--- src/sv/vq_texture_decoder_macros.svh ---
// Assertion macros for the VQ texture decoder RTL.
// Uses the clk and rst names of the including module; no other dependencies.
`ifndef VQ_TEXTURE_DECODER_MACROS_SVH
`define VQ_TEXTURE_DECODER_MACROS_SVH
`ifndef SYNTHESIS
`define VQTD_ASSERT_ALWAYS(lbl, expr, msg) \
  lbl: assert property (@(posedge clk) disable iff (rst) (expr)) else $error(msg);
`define VQTD_ASSERT_IMPLY(lbl, ante, cons, msg) \
  lbl: assert property (@(posedge clk) disable iff (rst) (ante) |-> (cons)) else $error(msg);
`define VQTD_ASSERT_NEXT(lbl, ante, cons, msg) \
  lbl: assert property (@(posedge clk) disable iff (rst) (ante) |=> (cons)) else $error(msg);
`else
`define VQTD_ASSERT_ALWAYS(lbl, expr, msg)
`define VQTD_ASSERT_IMPLY(lbl, ante, cons, msg)
`define VQTD_ASSERT_NEXT(lbl, ante, cons, msg)
`endif
`endif

--- src/sv/vqtd_pkg.sv ---
// Shared types, codes and the colour expansion function of the VQ texture decoder.
// No dependencies.
`default_nettype none
package vqtd_pkg;

  localparam int CODEBOOK_ENTRIES_DEF = 256;

  localparam int IN_TDATA_W  = 40;
  localparam int OUT_TDATA_W = 32;

  // item kinds
  localparam logic MODE_LOAD   = 1'b0;
  localparam logic MODE_DECODE = 1'b1;

  // configuration register indexes
  localparam logic REG_PIXEL_FORMAT   = 1'b0;
  localparam logic REG_SMALL_CODEBOOK = 1'b1;

  // pixel formats
  localparam logic [1:0] FMT_ARGB1555 = 2'd0;
  localparam logic [1:0] FMT_RGB565   = 2'd1;
  localparam logic [1:0] FMT_ARGB4444 = 2'd2;

  typedef struct packed {
    logic       capture;  // latch code byte of an accepted decode
    logic       write;    // codebook word load
    logic       issue;    // codebook read for one texel
    logic [2:0] sel;      // {nibble group, column, row bit}
    logic       last;     // final texel of the code
  } cmd_t;

  typedef struct packed {
    logic can_issue;
    logic small_cb;
  } stat_t;

  typedef struct packed {
    logic [7:0] red;
    logic [7:0] green;
    logic [7:0] blue;
  } rgb_t;

  typedef struct packed {
    logic       last;
    logic [1:0] row;
    logic       column;
    rgb_t       rgb;
  } texel_t;

  function automatic rgb_t expand(input logic [1:0] fmt, input logic [15:0] c);
    rgb_t o;
    case (fmt)
      FMT_ARGB1555: begin
        o.red   = {c[14:10], 3'b000};
        o.green = {c[9:5], 3'b000};
        o.blue  = {c[4:0], 3'b000};
      end
      FMT_ARGB4444: begin
        o.red   = {c[11:8], 4'b0000};
        o.green = {c[7:4], 4'b0000};
        o.blue  = {c[3:0], 4'b0000};
      end
      default: begin
        // RGB565, also the unused format code
        o.red   = {c[15:11], 3'b000};
        o.green = {c[10:5], 2'b00};
        o.blue  = {c[4:0], 3'b000};
      end
    endcase
    return o;
  endfunction

endpackage
`default_nettype wire

--- src/sv/vqtd_ctrl.sv ---
// Controller of the VQ texture decoder: input handshake and texel sequencing.
// Depends on vqtd_pkg and vq_texture_decoder_macros.svh.
`default_nettype none
`include "vq_texture_decoder_macros.svh"
module vqtd_ctrl (
  input  wire  logic          clk,
  input  wire  logic          rst,
  input  wire  logic          s_tvalid,
  input  wire  logic          s_tuser,
  output logic                s_tready,
  input  wire  vqtd_pkg::stat_t stat,
  output vqtd_pkg::cmd_t      cmd
);

  typedef enum logic [1:0] {
    ST_IDLE = 2'b01,
    ST_RUN  = 2'b10
  } state_t;

  localparam logic [2:0] SEL_END_NORMAL = 3'd3;
  localparam logic [2:0] SEL_END_SMALL  = 3'd7;

  state_t     state, state_next;
  logic [2:0] cnt, cnt_next;
  logic       small_q, small_q_next;

  always_comb begin
    state_next   = state;
    cnt_next     = cnt;
    small_q_next = small_q;
    s_tready     = (state == ST_IDLE);
    cmd          = '0;
    cmd.sel      = cnt;
    cmd.last     = (cnt == (small_q ? SEL_END_SMALL : SEL_END_NORMAL));
    case (state)
      ST_IDLE: begin
        if (s_tvalid) begin
          if (s_tuser == vqtd_pkg::MODE_LOAD) begin
            cmd.write = 1'b1;
          end else begin
            cmd.capture  = 1'b1;
            state_next   = ST_RUN;
            cnt_next     = '0;
            small_q_next = stat.small_cb;
          end
        end
      end
      ST_RUN: begin
        cmd.issue = stat.can_issue;
        if (stat.can_issue) begin
          if (cmd.last) begin
            state_next = ST_IDLE;
          end else begin
            cnt_next = cnt + 3'd1;
          end
        end
      end
      default: begin
        state_next = ST_IDLE;
      end
    endcase
  end

  always_ff @(posedge clk) begin
    if (rst) begin
      state   <= ST_IDLE;
      cnt     <= '0;
      small_q <= 1'b0;
    end else begin
      state   <= state_next;
      cnt     <= cnt_next;
      small_q <= small_q_next;
    end
  end

  `VQTD_ASSERT_IMPLY(a_no_read_when_full, cmd.issue, stat.can_issue, "read without room")
  `VQTD_ASSERT_IMPLY(a_idle_no_read, state == ST_IDLE, !cmd.issue, "read issued while idle")
  `VQTD_ASSERT_NEXT(a_last_ends_run, cmd.issue && cmd.last, state == ST_IDLE, "run did not end")
  `VQTD_ASSERT_IMPLY(a_normal_range, state == ST_RUN && !small_q, !cnt[2], "count past four")

endmodule
`default_nettype wire

--- config.mk ---
export PLATFORM = sky130hd
export DESIGN_NAME = vqtd_ctrl
export DESIGN_NICKNAME = d
export VERILOG_FILES = /design/src/sv/vqtd_pkg.sv /design/src/sv/vqtd_ctrl.sv
export VERILOG_INCLUDE_DIRS = /design/src /design/src/sv
export SDC_FILE = /design/constraint.sdc
export NUM_CORES = 1
export LEC_CHECK = 0
export BUFFER_PORTS_ARGS = -buffer_cell sky130_fd_sc_hd__buf_2
export CAP_MARGIN = 20
export CORE_AREA = 2 2 39 41
export DETAILED_ROUTE_END_ITERATION = 10
export DIE_AREA = 0 0 41 43
export GPL_TIMING_DRIVEN = 0
export PLACE_DENSITY = 0.44
export SLEW_MARGIN = 20
export SYNTH_ARGS = -nofsm -noshare
export SYNTH_HDL_FRONTEND = slang
export SYNTH_SLANG_ARGS = --single-unit
--- constraint.sdc ---
create_clock -name clk -period 1.8 [get_ports clk]
set_clock_uncertainty 0.2 [all_clocks]
set_input_delay 0.36 -clock clk [delete_from_list [all_inputs] [get_ports clk]]
set_output_delay 0.36 -clock clk [all_outputs]
set_load 0.1 [all_outputs]
; ---- After elaboration in Yosys (flattened, before gate mapping)
; Cells that the tools add are included.
[word_totals]
input_bits = 6
reg_bits = 6
[op_classes]
addsub = 1
n_eq_ne = 8
mux = 16
n_reduce_logical = 4
[op_table]
columns = operator, n
row1 = $mux W3, 5
row2 = $mux W2, 6
row3 = $ne A2 B2 Y1 const B, 5
row4 = $pmux W3 S2, 1
row5 = $reduce_and A5 Y1, 1
row6 = $pmux W2 S2, 1
row7 = $reduce_and A4 Y1, 1
row8 = $add A3 B1 Y3 const B, 1
row9 = $eq A3 B3 Y1, 1
row10 = $mux W1, 3
row11 = $reduce_and A3 Y1, 1
row12 = $eq A2 B1 Y1 const B, 1
row13 = $eq A2 B2 Y1 const B, 1
row14 = $reduce_bool A2 Y1, 1

; ---- Longest topological paths before layout
[logic_depth]
ltp_word = 5
ltp_mapped = 4

; ---- Least setup slack after synthesis
; No wires, ideal clock.
[synth_path]
path_type = reg-to-output
start = register state[0]
end = output port cmd[5] (netlist name)
setup_slack_ns = -1.973
arrival_time_ns = 3.213
required_time_ns = 1.240
stages_incl_launch_ff = 4
cell_sequence = dfxtp_1 -> nor2b_1 -> nand2_1 -> nor2_1
[synth_rtl]
columns = element, line_no
row1 = from (decl), vqtd_ctrl.sv:23  ; state_t state, state_next;
row2 = from (signal assigned), vqtd_ctrl.sv:70  ; state <= state_next;
row3 = to (decl), vqtd_ctrl.sv:12  ; output vqtd_pkg::cmd_t cmd

==> results.py <==
metrics = {
    "clock_tree": {
        "cts_buffer_depth": 2,
        "clkSinkCount": 6,
        "clk_latency_ps": 240,
        "post_cts_setup_buffers": 0,
        "clk_pin_slew_ps": 50,
        "hold_buffers": 0,
        "cts_htree_levels": 1,
        "tritoncts.num_buffers": 3,
        "clk_root_buffer_cell": "clkbuf_4",
        "cts_tree": "yes",
    },
    "hold_path": {
        "hold_path.startpoint": "stat[0]",
        "hold_class": "in2reg",
        "whs_endpoint": "small_q",
        "min_delay_path_depth": 3,
    },
    "worst_setup_path": {
        "critical_path_required_ps": 1240,
        "timing.setup.critical_path_class": "reg2out",
        "critPathArrivalTime_ps": 1160,
        "r2r_end": "cnt[0]",
        "worstReg2RegStart": "cnt[0]",
        "worstSetupStartpointType": "register",
        "worst_setup_path_end_kind": "output pin",
        "reg2reg_depth": 3,
        "setup.reg_to_reg.worst_slack_ps": 310,
        "critical_path.max_fanout": 4,
    },
    "synth": {
        "yosys_warnings": 0,
        "syn-num-nets": 40,
        "syn_inst": 33,
        "syn_avg_cell_area_sq_um": 9.82,
        "ys_ff_latch": 6,
        "synthesis.area_sq_um": 324,
        "synth.yosys.seq_area_share_pct": 37.1,
        "netlist-cell-type-count": 20,
    },
    "placement": {
        "dpl.hpwl_microns": 643,
        "place.gp.congestion": 0.773,
        "buffer_ports.inserted": 13,
        "placed_cells": 62,
    },
    "timing": {
        "layout_worst_path_cycle_share_pct": 95.6,
        "max-slew-margin-rel_pct": 67.8,
        "setup_total_negative_slack_ps": 0,
        "clock.fmax_mhz": 581,
        "rsz_0062_raised_after_global_routing": "false",
        "slew_viol_final": 0,
        "hold_viol_final": 0,
        "worst_pin_slew_ps": 486,
        "setup_violations": 0,
        "period_minus_slack_ps": 1720,
    },
    "floorplanning": {
        "start_util_pct": 23.4,
        "fp.coreArea_sq_mm": 0.00138,
        "i_o_pin_cnt": 14,
        "fp.dieArea_sq_mm": 0.00176,
        "rows": 14,
        "die_outline_width_microns": 41,
        "height_of_the_die_microns": 43,
    },
    "power_and_ir_drop": {
        "power.density_cell_area_mw_per_mm2": 672,
        "switching_share_pct": 31.0,
        "total_switching_power_mw": 0.107,
        "vdd.ir_drop.worst_mv": 0.259,
        "p_leak_nw": 0.233,
        "p_comb_share_pct": 24.2,
        "p_int_mw": 0.237,
        "clock_group_share_of_total_power_pct": 35.5,
        "seq_power_share_pct": 40.4,
    },
    "routing": {
        "detail_route.vias_per_cell": 4.68,
        "wl_microns": 780,
        "routed_wire_length_per_instance_microns": 12.0,
        "drt_iter0_markers": 0,
        "routed-via-count": 304,
        "drt-pass1-iter-count": 1,
        "drc_errors": 0,
        "antenna_nets_post_route": 0,
    },
    "global_routing": {
        "first_global_vias": 342,
        "groute.usage.overall_pct": 11.6,
        "grt_first_pass_wirelength_microns": 1330,
        "grt.overflow.total": 0,
        "grt_antenna_before_repair": 0,
        "grt_start_max_net_pins": 9,
    },
    "layout": {
        "antenna_cells": 0,
        "n_fill_cell": 144,
        "syn2layout_area_growth_pct": 57.5,
        "ratio_of_cells_with_drive_above_1_in_the_final_layout_pct": 57.1,
        "instances_no_fill": 65,
        "finalNetCount": 58,
    },
    "run": {
        "cap_violations": 0,
    },
    "outcome": {
        "run_status": "completed",
    },
}
worst max path at each step:
stage | start | endpoint | slack [ps] | cells past startpoint
floorplan | state[0] | cmd[5] | -310 | 3
global placement | s_tuser | cmd[6] | 50 | 4
detailed placement | s_tuser | cmd[6] | 40 | 4
CTS | state[0] | cmd[5] | 7 | 4
global route | state[0] | cmd[5] | 7 | 4
finish | cnt[0] | cmd[0] | 80 | 3
per-stage QoR:
stage | power [mW] | hold WS [ps] | utilization (%) | setup WS [ps] | cell area (sq um)
after floorplan | 0.196 | 225 | - | -312 | 352
after global placement | 0.212 | 248 | 31.6 | 51.6 | 437
after detailed placement | 0.214 | 272 | 31.6 | 39.7 | 437
after CTS | 0.345 | 151 | 34.4 | 7.45 | 477
after global routing | 0.369 | 161 | 36.9 | 7.18 | 510
final | 0.343 | 161 | 36.9 | 78.6 | 510
kinds of logic (layout without fill, tap and decap cells):
family	Yosys count	after routing	synth area share [%]
buffers and inverters	2	18	2.31
adders and majority gates	1	1	3.86
muxes	3	3	9.65
and+or+nand+nor	15	15	33.2
xor gates and xnor gates	1	1	2.70
AOI/OAI and AO/OA	5	5	11.2
DFF	6	6	37.1
cells in the final DEF, fill, tap and decap left out, types with 2 or more instances in the layout:
cell type and instances:
a21oi_1 2, buf_2 8, buf_8 2, clkbuf_4 4, dfxtp_1 2, dfxtp_2 2
dfxtp_4 2, mux2i_1 2, nand2_1 2, nand3b_1 3, nor2_1 2
power by group through the flow:
stage	sequential, mW	clock [mW]	combinational, mW
after detailed placement	0.141	0	0.0732
after floorplan	0.141	0	0.0549
final	0.139	0.122	0.0829
after global placement	0.140	0	0.0721
after global routing	0.139	0.142	0.0872
after CTS	0.138	0.130	0.0764
state kept, by name (all words and copies together), names as in the netlist:
signal	count
cnt	3
small_q	1
state	2
synthesized netlist by cell type:
library cell  n  area (sq um)
nor2_1        3          11.3
a21oi_1       2          10.0
nor2b_1       1          6.26
a311o_1       1          10.0
nand3b_1      3          22.5
nand4b_4      1          23.8
inv_2         1          3.75
nand2_1       3          11.3
a311oi_1      1          8.76
and2_4        1          8.76
and2b_1       1          7.51
nor3b_1       1          7.51
dfxtp_1       6           120
nand4b_1      1          8.76
mux2_2        1          11.3
xnor2_1       1          8.76
ha_1          1          12.5
a211oi_1      1          7.51
inv_1         1          3.75
mux2i_1       2          20.0
layer usage:
metal  share of wire, %  up-vias  track usage [%]
met5                  0        -                0
met3                4.2        2             3.14
met2                 53        8             17.8
met4               0.64        0             10.0
met1                 42      141             11.9
li1                   -      153                -
what timing repair did:
action,4_1_cts,5_1_grt
endpoints found under the setup margin,4,5
resized for setup,6,8
pin swaps,0,0
gates cloned,0,0
worst max-delay path, stage by stage (launching register included):
cell     delay [ps]
dfxtp_4         350
ha_1            200
and2_4          180
buf_8           190
area by class of cell:
class	instances	area, sq um	area share, %
multi-input combinational	25	221	43.4
sequential	6	130	25.5
timing repair buffer	13	109	21.3
clock buffer	3	22.5	4.41
tap	16	20.0	3.92
inverter	2	7.51	1.47
(Power assumes the default switching activity.)
